<file path="src/hdl/rle_pkg.sv">
// Shared types, codes and constants of the RGB LED effect engine.
package rle_pkg;

	// Effect mode codes
	localparam logic [2:0] MODE_NONE       = 3'd0;
	localparam logic [2:0] MODE_FLASH      = 3'd1;
	localparam logic [2:0] MODE_BREATHE    = 3'd2;
	localparam logic [2:0] MODE_CYCLE      = 3'd3;
	localparam logic [2:0] MODE_TRANSITION = 3'd4;

	// Configuration register indexes
	localparam logic [2:0] REG_EFFECT_MODE      = 3'd0;
	localparam logic [2:0] REG_PRIMARY_COLOR    = 3'd1;
	localparam logic [2:0] REG_ALTERNATE_COLOR  = 3'd2;
	localparam logic [2:0] REG_PEAK_BRIGHTNESS  = 3'd3;
	localparam logic [2:0] REG_FLOOR_BRIGHTNESS = 3'd4;
	localparam logic [2:0] REG_STEP_INTERVAL    = 3'd5;
	localparam logic [2:0] REG_REPEAT_COUNT     = 3'd6;

	localparam int CfgIndexW = 3;
	localparam int CfgDataW  = 24;

	localparam logic [10:0] MIN_STEP_MS = 11'd20;
	localparam logic [10:0] RESET_STEP  = 11'd20;
	localparam logic [7:0]  PHASE_STEP  = 8'd8;
	localparam logic [7:0]  RESET_PEAK  = 8'd255;

	// Commands from the controller to the datapath
	typedef struct packed {
		logic capture;   // latch the accepted request
		logic update;    // advance effect state for the request
		logic render_a;  // first render step: interpolation and level products
		logic render_b;  // second render step: channel scaling into shown color
		logic load_out;  // move the result into the output registers
	} rle_cmd_t;

	// Status from the datapath to the controller
	typedef struct packed {
		logic need_render;
	} rle_stat_t;

endpackage

</file>
<file path="src/hdl/rle_ctrl.sv">
// Controller state machine of the RGB LED effect engine.
module rle_ctrl (
	input  logic              clk,
	input  logic              arst_n,
	input  logic              in_valid,
	output logic              in_ready,
	output logic              out_valid,
	input  logic              out_ready,
	input  rle_pkg::rle_stat_t stat,
	output rle_pkg::rle_cmd_t  cmd
);

	typedef enum logic [2:0] {
		ST_IDLE,
		ST_UPDATE,
		ST_RENDER_A,
		ST_RENDER_B,
		ST_DONE
	} state_t;

	state_t state_q;
	logic   out_valid_q;
	logic   slot_free;

	assign in_ready  = (state_q == ST_IDLE);
	assign out_valid = out_valid_q;
	assign slot_free = !out_valid_q || out_ready;

	// Decode commands from the current state
	always_comb begin
		cmd          = '0;
		cmd.capture  = (state_q == ST_IDLE) && in_valid;
		cmd.update   = (state_q == ST_UPDATE);
		cmd.render_a = (state_q == ST_RENDER_A);
		cmd.render_b = (state_q == ST_RENDER_B);
		cmd.load_out = (state_q == ST_DONE) && slot_free;
	end

	// Sequence one request and hold the output slot flag
	always_ff @(posedge clk or negedge arst_n) begin
		if (!arst_n) begin
			state_q     <= ST_IDLE;
			out_valid_q <= 1'b0;
		end else begin
			// raise the flag on a load, drop it once the result is taken
			if (cmd.load_out) begin
				out_valid_q <= 1'b1;
			end else if (out_valid_q && out_ready) begin
				out_valid_q <= 1'b0;
			end
			unique case (state_q)
				ST_IDLE: begin
					if (in_valid) begin
						state_q <= ST_UPDATE;
					end
				end
				ST_UPDATE: begin
					state_q <= stat.need_render ? ST_RENDER_A : ST_DONE;
				end
				ST_RENDER_A: begin
					state_q <= ST_RENDER_B;
				end
				ST_RENDER_B: begin
					state_q <= ST_DONE;
				end
				ST_DONE: begin
					if (slot_free) begin
						state_q <= ST_IDLE;
					end
				end
				default: begin
					state_q <= ST_IDLE;
				end
			endcase
		end
	end

endmodule

</file>
<file path="src/hdl/rle_dp.sv">
// Datapath of the RGB LED effect engine: registers, effect state and renderer.
module rle_dp (
	input  logic                           clk,
	input  logic                           arst_n,
	input  logic                           cfg_we,
	input  logic [rle_pkg::CfgIndexW-1:0]  cfg_index,
	input  logic [rle_pkg::CfgDataW-1:0]   cfg_data,
	input  logic                           restart,
	input  logic                           tick,
	input  rle_pkg::rle_cmd_t              cmd,
	output rle_pkg::rle_stat_t             stat,
	output logic [7:0]                     red_out,
	output logic [7:0]                     green_out,
	output logic [7:0]                     blue_out,
	output logic                           running,
	output logic                           rejected
);

	// Configuration registers
	logic [2:0]  effect_mode_q;
	logic [23:0] primary_color_q;
	logic [23:0] alternate_color_q;
	logic [7:0]  peak_q;
	logic [7:0]  floor_q;
	logic [10:0] step_interval_q;
	logic [7:0]  repeat_count_q;

	// Effect state
	logic [7:0]  phase_q;
	logic [10:0] elapsed_q;
	logic [7:0]  repeats_q;
	logic        active_q;
	logic [23:0] base_q;
	logic [23:0] shown_q;

	// Per-request registers
	logic restart_q;
	logic tick_q;
	logic rej_q;
	logic plain_q;

	// Render pipeline registers
	logic signed [17:0] prod_s1 [3];
	logic [16:0]        breathe_s1;

	// Write configuration registers
	always_ff @(posedge clk or negedge arst_n) begin
		if (!arst_n) begin
			effect_mode_q     <= rle_pkg::MODE_NONE;
			primary_color_q   <= '0;
			alternate_color_q <= '0;
			peak_q            <= rle_pkg::RESET_PEAK;
			floor_q           <= '0;
			step_interval_q   <= rle_pkg::RESET_STEP;
			repeat_count_q    <= '0;
		end else if (cfg_we) begin
			unique case (cfg_index)
				rle_pkg::REG_EFFECT_MODE:      effect_mode_q     <= cfg_data[2:0];
				rle_pkg::REG_PRIMARY_COLOR:    primary_color_q   <= cfg_data[23:0];
				rle_pkg::REG_ALTERNATE_COLOR:  alternate_color_q <= cfg_data[23:0];
				rle_pkg::REG_PEAK_BRIGHTNESS:  peak_q            <= cfg_data[7:0];
				rle_pkg::REG_FLOOR_BRIGHTNESS: floor_q           <= cfg_data[7:0];
				rle_pkg::REG_STEP_INTERVAL:    step_interval_q   <= cfg_data[10:0];
				rle_pkg::REG_REPEAT_COUNT:     repeat_count_q    <= cfg_data[7:0];
				default: ;
			endcase
		end
	end

	// Next effect state for the latched request
	logic        cfg_ok;
	logic [10:0] elapsed_inc;
	logic [7:0]  phase_next;
	logic [7:0]  repeats_dec;
	logic        step_due;
	logic        wrapped;

	assign cfg_ok = (effect_mode_q != rle_pkg::MODE_NONE)
		&& (effect_mode_q <= rle_pkg::MODE_TRANSITION)
		&& (step_interval_q >= rle_pkg::MIN_STEP_MS)
		&& (floor_q <= peak_q);
	assign elapsed_inc = elapsed_q + 11'd1;
	assign step_due    = (elapsed_inc >= step_interval_q);
	assign phase_next  = phase_q + rle_pkg::PHASE_STEP;
	assign wrapped     = (phase_next < phase_q);
	assign repeats_dec = repeats_q - 8'd1;

	// Render after an accepted restart or a due step (phase step or effect end), decided during the update
	assign stat.need_render = (restart_q && cfg_ok) || (tick_q && active_q && step_due);

	// Latch the request and advance effect state
	always_ff @(posedge clk or negedge arst_n) begin
		if (!arst_n) begin
			phase_q       <= '0;
			elapsed_q     <= '0;
			repeats_q     <= '0;
			active_q      <= 1'b0;
			base_q        <= '0;
			rej_q         <= 1'b0;
			plain_q       <= 1'b0;
			restart_q     <= 1'b0;
			tick_q        <= 1'b0;
		end else begin
			if (cmd.capture) begin
				restart_q <= restart;
				tick_q    <= tick;
			end
			if (cmd.update) begin
				rej_q         <= restart_q && !cfg_ok;
				plain_q       <= 1'b0;
				if (restart_q && cfg_ok) begin
					base_q        <= primary_color_q;
					phase_q       <= '0;
					elapsed_q     <= '0;
					repeats_q     <= repeat_count_q;
					active_q      <= 1'b1;
				end else if (tick_q && active_q) begin
					if (step_due) begin
						elapsed_q     <= '0;
						if (wrapped && (repeats_q != 8'd0)) begin
							repeats_q <= repeats_dec;
						end
						if (wrapped && (repeats_q == 8'd1)) begin
							// end the effect: keep phase, show the base at peak
							active_q <= 1'b0;
							plain_q  <= 1'b1;
							if (effect_mode_q == rle_pkg::MODE_TRANSITION) begin
								base_q <= alternate_color_q;
							end
						end else begin
							phase_q <= phase_next;
						end
					end else begin
						elapsed_q <= elapsed_inc;
					end
				end
			end
		end
	end

	// First render step: triangle wave, interpolation and breathe products
	logic [7:0]         tri_wave;
	logic [7:0]         lerp_pos;
	logic [7:0]         span;
	logic signed [8:0]  diff [3];

	assign tri_wave = phase_q[7] ? {~phase_q[6:0], 1'b0} : {phase_q[6:0], 1'b0};
	assign lerp_pos = (effect_mode_q == rle_pkg::MODE_CYCLE) ? tri_wave : phase_q;
	assign span     = peak_q - floor_q;

	always_comb begin
		for (int i = 0; i < 3; i++) begin
			diff[i] = $signed({1'b0, alternate_color_q[8*i +: 8]})
				- $signed({1'b0, base_q[8*i +: 8]});
		end
	end

	always_ff @(posedge clk) begin
		if (cmd.render_a) begin
			for (int i = 0; i < 3; i++) begin
				prod_s1[i] <= diff[i] * $signed({1'b0, lerp_pos});
			end
			breathe_s1 <= span * ({1'b0, tri_wave} + 9'd1);
		end
	end

	// Second render step: pick channels and level, then scale
	logic [7:0]         level;
	logic [8:0]         level_inc;
	logic [7:0]         chan_sel [3];
	logic signed [17:0] quot [3];
	logic [16:0]        scaled [3];
	logic               use_lerp;

	assign use_lerp = !plain_q && ((effect_mode_q == rle_pkg::MODE_CYCLE)
		|| (effect_mode_q == rle_pkg::MODE_TRANSITION));
	assign level = (!plain_q && (effect_mode_q == rle_pkg::MODE_BREATHE))
		? floor_q + breathe_s1[15:8] : peak_q;
	assign level_inc = {1'b0, level} + 9'd1;

	always_comb begin
		for (int i = 0; i < 3; i++) begin
			// divide by 256, truncating toward zero
			quot[i] = prod_s1[i][17] ? ((prod_s1[i] + 18'sd255) >>> 8) : (prod_s1[i] >>> 8);
			if (use_lerp) begin
				chan_sel[i] = base_q[8*i +: 8] + quot[i][7:0];
			end else if (!plain_q && (effect_mode_q == rle_pkg::MODE_FLASH)
				&& (phase_q >= 8'd128)) begin
				chan_sel[i] = alternate_color_q[8*i +: 8];
			end else begin
				chan_sel[i] = base_q[8*i +: 8];
			end
			scaled[i] = chan_sel[i] * level_inc;
		end
	end

	always_ff @(posedge clk or negedge arst_n) begin
		if (!arst_n) begin
			shown_q <= '0;
		end else if (cmd.render_b) begin
			for (int i = 0; i < 3; i++) begin
				shown_q[8*i +: 8] <= scaled[i][15:8];
			end
		end
	end

	// Output registers
	always_ff @(posedge clk) begin
		if (cmd.load_out) begin
			red_out   <= shown_q[23:16];
			green_out <= shown_q[15:8];
			blue_out  <= shown_q[7:0];
			running   <= active_q;
			rejected  <= rej_q;
		end
	end

endmodule

</file>
<file path="src/hdl/rgb_led_effect_engine_core.sv">
// Top level of the RGB LED effect engine: controller and datapath.
//
// One request (restart and/or a one-millisecond tick) yields one result: the
// displayed color, the running flag and whether a restart was rejected. A
// request that renders (an accepted restart, a phase step or the end of an
// effect) passes from acceptance to a loaded result through accept, state
// update, two render steps through the interpolation and brightness
// multipliers, and output load; any other request skips the render steps.
// in_ready is high while the controller is idle, and the output register lets
// the next request be taken while a result waits. Configuration writes land
// at once; the user makes them only while the block is idle (not enforced).
module rgb_led_effect_engine_core (
	input  logic                          clk,
	input  logic                          arst_n,
	input  logic                          cfg_we,
	input  logic [rle_pkg::CfgIndexW-1:0] cfg_index,
	input  logic [rle_pkg::CfgDataW-1:0]  cfg_data,
	input  logic                          in_valid,
	output logic                          in_ready,
	input  logic                          restart,
	input  logic                          tick,
	output logic                          out_valid,
	input  logic                          out_ready,
	output logic [7:0]                    red_out,
	output logic [7:0]                    green_out,
	output logic [7:0]                    blue_out,
	output logic                          running,
	output logic                          rejected
);

	rle_pkg::rle_cmd_t  cmd;
	rle_pkg::rle_stat_t stat;

	rle_ctrl u_ctrl (
		.clk       (clk),
		.arst_n    (arst_n),
		.in_valid  (in_valid),
		.in_ready  (in_ready),
		.out_valid (out_valid),
		.out_ready (out_ready),
		.stat      (stat),
		.cmd       (cmd)
	);

	rle_dp u_dp (
		.clk       (clk),
		.arst_n    (arst_n),
		.cfg_we    (cfg_we),
		.cfg_index (cfg_index),
		.cfg_data  (cfg_data),
		.restart   (restart),
		.tick      (tick),
		.cmd       (cmd),
		.stat      (stat),
		.red_out   (red_out),
		.green_out (green_out),
		.blue_out  (blue_out),
		.running   (running),
		.rejected  (rejected)
	);

endmodule
</file>
<file path="config.mk">
export PLATFORM = sky130hd
export DESIGN_NAME = rgb_led_effect_engine_core
export DESIGN_NICKNAME = d
export VERILOG_FILES = /design/src/hdl/rle_pkg.sv /design/src/hdl/rle_ctrl.sv /design/src/hdl/rle_dp.sv /design/src/hdl/rgb_led_effect_engine_core.sv
export SDC_FILE = /design/constraint.sdc
export NUM_CORES = 2
export LEC_CHECK = 0
export BUFFER_PORTS_ARGS = -buffer_cell sky130_fd_sc_hd__buf_2
export CAP_MARGIN = 20
export CORE_UTILIZATION = 60
export DETAILED_ROUTE_END_ITERATION = 8
export PLACE_DENSITY = 0.77
export SLEW_MARGIN = 20
export SYNTH_ARGS = -nofsm -noshare
export SYNTH_HDL_FRONTEND = slang
export SYNTH_SLANG_ARGS = --single-unit
</file>
<file path="constraint.sdc">
create_clock -name clk -period 7.7 [get_ports clk]
set_input_delay 0.385 -clock clk [delete_from_list [all_inputs] [get_ports clk]]
set_output_delay 0.385 -clock clk [all_outputs]
set_load 0.1 [all_outputs]
</file>
Word-level counts from Yosys, hierarchy flattened
Memory sizes are Yosys's and may differ from the RTL's.
Cells that the tools add are included.
W data, S select, Z words.
- word-level logic and storage cells: 163
- latch bits: 0
- RAM bits: 54
- input bits: 34
- register bits after elaboration: 212
- bits in read-only memories: 0
- memories kept: 1
- output and inout port bits: 28
- order comparisons: 6
- multipliers: 7
- shifts and indexed selects: 0
- muxes and demuxes: 44
- bitwise gates (word level): 1
- eq/ne operators: 18
- reductions and logical operators: 45
- $add $sub $neg: 16
- divide/modulo/power cells: 0
- memory list (name ; words ; width ; rd ports ; clocked after memory_dff ; wr ports ; RTL line ; source):
    u_dp.prod_s1 ; 3 ; 18 ; 3 ; 0 ; 3 ; rle_dp.sv:43 ; logic signed [17:0] prod_s1 [3];
- operator list (kind ; number):
    $mux W8 ; 20
    $mux W24 ; 5
    $mul A8 B9 Y16 ; 4
    $mul A9 B9 Y18 ; 3
    $add A16 B9 Y16 const B ; 3
    $mux W11 ; 3
    $add A8 B8 Y8 ; 4
    $sub A8 B8 Y9 ; 3
    $add A8 B1 Y9 const B ; 2
    $eq A3 B2 Y1 const B ; 6
    $reduce_and A2 Y1 ; 9
    $logic_and A1 B1 Y1 ; 16
    $eq A3 B3 Y1 const B ; 5
    $pmux W3 S5 ; 1
    $mux W1 ; 12
    $reduce_and A4 Y1 ; 3
    $reduce_bool A2 Y1 ; 6
    $add A11 B1 Y11 const B ; 1
    $ge A11 B11 Y1 ; 1
    $ge A11 B5 Y1 const B ; 1
    $eq A3 B1 Y1 const B ; 3
    $mux W3 ; 3
    $add A8 B4 Y8 const B ; 1
    $eq A8 B1 Y1 const B ; 1
    15 further kinds ; 21

Depth between registers and ports, before layout
- word-level depth: 8
- mapped depth: 31
- depth with buffers taken out: 31

Hierarchy
A second synthesis with hierarchy kept.
- cells, all modules: 3017
- area, all modules: 29127.9 um2
- by module, submodules not included (module ; area each (um2) ; cells each ; seq. area each (um2) ; instances):
    rle_dp ; 28904.0 ; 2995 ; 6643.9 ; 1
    rle_ctrl ; 224.0 ; 22 ; 100.1 ; 1

Least setup slack after synthesis
OpenSTA, ideal clock, no wires.
- path kind: flip-flop to flip-flop
- start: register u_dp.phase_q[6]
- end: register u_dp.shown_q[23]
- buffers on the path: 2
- setup time: 0.087 ns
- period minus slack after synthesis: 6.703 ns
- data required time: 7.613 ns
- arrival: 6.616 ns
- setup slack: 0.997 ns
- stages on the path, launching flop included: 25
- path through: dfrtp_1 -> inv_1 -> ha_1 -> nor4b_1 -> o21ai_2 -> clkbuf_1 -> clkbuf_1 -> mux2i_1 -> nor2_1 -> a21oi_1 -> nor2_1 -> fa_1 -> fa_1 -> inv_1 -> fa_1 -> inv_1 -> fa_1 -> ha_1 -> nand4_1 -> nor4_1 -> a311oi_1 -> nor3_1 -> nor3_1 -> or4_1 -> o211ai_1
- longest elaborated chain between the ends: 5
- RTL lines (item ; RTL line ; source):
    from (decl) ; rle_dp.sv:29 ; logic [7:0] phase_q;
    from (signal assigned) ; rle_dp.sv:131 ; phase_q <= phase_next;
    $ge A8 B8 Y1 ; rle_dp.sv:188 ; && (phase_q >= 8'd128)) begin
    $logic_and A1 B1 Y1 ; rle_dp.sv:188 ;
    $mux W8 ; rle_dp.sv:187 ; end else if (!plain_q && (effect_mode_q == rle_pkg::MODE_FLASH)
    $mux W8 ; rle_dp.sv:185 ; if (use_lerp) begin
    $mul A8 B9 Y16 ; rle_dp.sv:193 ; scaled[i] = chan_sel[i] * level_inc;
    to (signal, indexed assignment) ; rle_dp.sv:202 ; shown_q[8*i +: 8] <= scaled[i][15:8];
    to (decl) ; rle_dp.sv:34 ; logic [23:0] shown_q;
No other way between the ends.
A chain may end at the register's enable or synchronous reset.

==> reports/metrics.yaml <==
reg2reg_slack_ns: 0.46
wire_per_inst_um: 17.9
required_ns: 8.17
area_growth_pct: 8.35
routabilityCongestion: 0.929
max_slew_margin_pct: 25.7
chipHeight_um: 222
synth.mux.area_fraction_pct: 5.82
utilization_pct: 66.1
netlist_area_mm2: 0.0291
critPathCapture: "u_dp.shown_q[13]"
ir_drop_v: 0.000193
final_max_slew_viol_count: 0
wl_um: 67900
clk-insertion-delay-late_ns: 0.59
arrival_ns: 7.71
multi_input_area_mm2: 0.0202
cp-start-kind: "flop"
min_period_ns: 7.24
setup-violations-final: 0
dp.cells: 3727
ys_top_cells_by_area: "fa_1, ha_1, dfrtp_1, edfxtp_1, inv_1"
avgSynthCellArea_um2: 9.61
cp-startpoint: "u_dp.prod_s1[0][25]"
initial_core_util_pct: 61.0
route.detailed.drc: 0
status: "complete, no violations"
clk_path_buf_depth: 3
final_net_count: 3837
yosysWarnings: 0
synth-edff-count: 85
clk_pin_slew_ns: 0.06
dieArea_mm2: 0.0494
layoutNonFillerInstCount: 3783
grt_use_total_pct: 28.7
die_width_um: 222
fin_crit_sh_pct: 94.0
synthCells: 3028
vias_per_cell: 5.64
synth_compound_area_share_pct: 7.77
synth_top_family_by_area: "adder cells"
cap_violations: 0
hold_viol: 0
powerDensity_mw_per_mm2: 218
min_path_type: "in -> reg"
hpwl_um: 53600
synth_largest_area_cell: "fa_1"
ys_ff_latch: 252
post-synth-top-count-cell: "inv_1"
num_rows: 80
grt_max_degree: 112
synthXorXnorAreaFrac_pct: 4.79
drt_first_pass_iters: 5
synthSimpleGateAreaFrac_pct: 13.2
vias: 21300
ios: 62
grt_pass1_vias: 22500
synth_commonest_cells: "inv_1, nor2_1, fa_1, ha_1, nand2_1"
drt_iter0_markers: 1493
max_freq_ghz: 0.138
synth_fa_ha_area_share_pct: 37.1
synthDistinctLibCells: 70
h-tree-depth: 1
cp-end-kind: "flop"
synth_top_area_share_pct: 23.4
io_buffers: 61
antenna_found_initial: 1
leakagePower_nw: 15.9
cts_root_buffer: "clkbuf_16"
clock_sinks: 252
worst_pin_slew_ns: 1.11
rsz0062_at_grt: "false"
grt_pass1_wl_um: 114000
rr_endpoint: "u_dp.shown_q[13]"
layout-drive-gt1-share_pct: 10.2
cts_tree: "yes"
ant_nets: 0
numCtsBuffers: 29
synth_flop_cell: "dfrtp_1"
coreArea_mm2: 0.0477
r2r.worst_path.cells: 27
seq_area_frac_synth_pct: 23.2
fin_tns_setup_ns: 0
timing.rr.start: "u_dp.prod_s1[0][25]"
gr-total-overflow: 0
worst_clock_skew_ns: 0.0149
fill_cells: 3746
critical_path_class: "reg -> reg"
crit_fanout: 9
regArea_mm2: 0.00674
postSynth.asyncResetShare_pct: 66.3
metrics by stage:
stage               cell area, um2  power, W  hold WS, ns  worst slack (ns)
floorplan                    29300   0.00437       0.0894             0.997
global placement             30500   0.00523        0.432             0.516
detailed placement           30500   0.00539        0.427             0.290
CTS                          31500   0.00687      0.00347             0.269
global route                 31500   0.00737       0.0293            0.0422
finish                       31500   0.00688       0.0312             0.458
layout by cell type, fill, tap and decap left out, types with 9 or more instances in the layout:
cell / netlist / layout
o21bai_1: 16 / 16
dfrtp_1: 157 / 157
nand3b_1: 9 / 9
ha_1: 319 / 319
edfxtp_1: 85 / 85
nand2b_1: 61 / 61
dfstp_2: 10 / 10
xnor2_1: 107 / 106
fa_1: 340 / 340
nor3_1: 31 / 30
nor2b_1: 35 / 35
a21boi_0: 9 / 9
a21o_1: 44 / 44
and2_1: 25 / 24
nand4_1: 12 / 12
buf_4: 0 / 46
conb_1: 2 / 45
o211ai_1: 14 / 14
clkbuf_16: 0 / 32
mux2i_1: 71 / 70
inv_1: 560 / 560
nand2_1: 168 / 168
mux2_2: 86 / 86
buf_2: 0 / 60
o21ai_0: 72 / 71
and3_1: 18 / 16
xor2_1: 47 / 47
o31ai_1: 13 / 13
nor4_1: 9 / 9
or2_2: 40 / 40
nor2_1: 343 / 343
nand3_1: 42 / 42
a211oi_1: 13 / 13
a21oi_1: 94 / 87
registers in the layout, summed over array words and instances (netlist names), 3 cells and up:
register	cells
u_dp.repeats_q	8
u_dp.green_out	8
u_dp.peak_q	8
u_dp.primary_color_q	24
u_dp.step_interval_q	11
u_dp.blue_out	8
u_dp.breathe_s1	8
u_dp.prod_s1	51
u_dp.phase_q	5
u_dp.shown_q	24
u_dp.repeat_count_q	8
u_dp.effect_mode_q	3
u_dp.alternate_color_q	24
u_dp.elapsed_q	11
u_dp.floor_q	8
u_ctrl.state_q	3
u_dp.base_q	24
u_dp.red_out	8
worst min-delay path by stage:
stage | from | end | slack, ns | cells after the start
6_report | in_valid | u_ctrl.state_q[0] | 0.03 | 2
3_3_place_gp | u_dp.shown_q[9] | u_dp.green_out[1] | 0.43 | 0
3_5_place_dp | u_dp.shown_q[7] | u_dp.blue_out[7] | 0.43 | 0
4_1_cts | arst_n | u_dp.elapsed_q[6] | 0.003 | 1
2_1_floorplan | arst_n | u_ctrl.out_valid | 0.09 | 0
5_1_grt | in_valid | u_ctrl.state_q[0] | 0.03 | 2
cells by family (layout without fill, tap and decap cells):
logic type | after synthesis | count (layout)
fa+ha+maj | 659 | 659
compound gates | 351 | 351
mux | 158 | 158
simple gates | 824 | 824
xor+xnor | 156 | 156
buf+inv | 626 | 722
other cells | 2 | 46
flops | 252 | 252
routing by layer:
metal	up-vias	GRT usage, %	routed length (um)
met5	-	0	0
met4	0	8.92	1970
li1	9962	-	-
met3	119	3.37	4000
met1	10600	38.3	29300
met2	625	48.9	32600
power breakdown:
part	internal [W]	switching, W
Sequential	0.00164	0.000177
Combinational	0.00130	0.00230
Clock	0.000833	0.000632
Total	0.00377	0.00311
worst max-delay path, cell delays in order (launching register included):
cell,delay (ns)
edfxtp_1,0.37
nor4_1,0.40
nand2_1,0.16
nand2_1,0.11
xnor2_1,0.08
ha_1,0.24
fa_1,0.44
a21o_1,0.20
a21o_1,0.20
a21o_1,0.18
a21oi_1,0.17
xnor2_1,0.10
a21oi_2,0.47
nor2_1,0.13
fa_1,0.53
inv_1,0.06
fa_1,0.53
inv_1,0.05
fa_1,0.54
inv_1,0.06
fa_1,0.55
inv_1,0.05
ha_1,0.33
nand3_1,0.11
o311ai_0,0.51
a21oi_1,0.17
xnor2_1,0.14
mux2_2,0.26
timing repair:
item / 4_1_cts / 5_1_grt
endpoints found under the setup margin: 0 / 6
setup buffers: 0 / 0
endpoints found under the hold margin: 0 / 9
hold buffers: 0 / 1
gates resized for setup: 0 / 3
cell type report:
class | count | share of cell area, %
clock buffer | 35 | 2.67
timing repair buffer | 108 | 2.12
inverter | 560 | 6.66
multi-input combinational | 2193 | 64.1
antenna | 1 | 0.00793
sequential | 252 | 21.4
clock inverter | 19 | 0.579
tap | 615 | 2.44
Power figures use the tool's default switching activity.
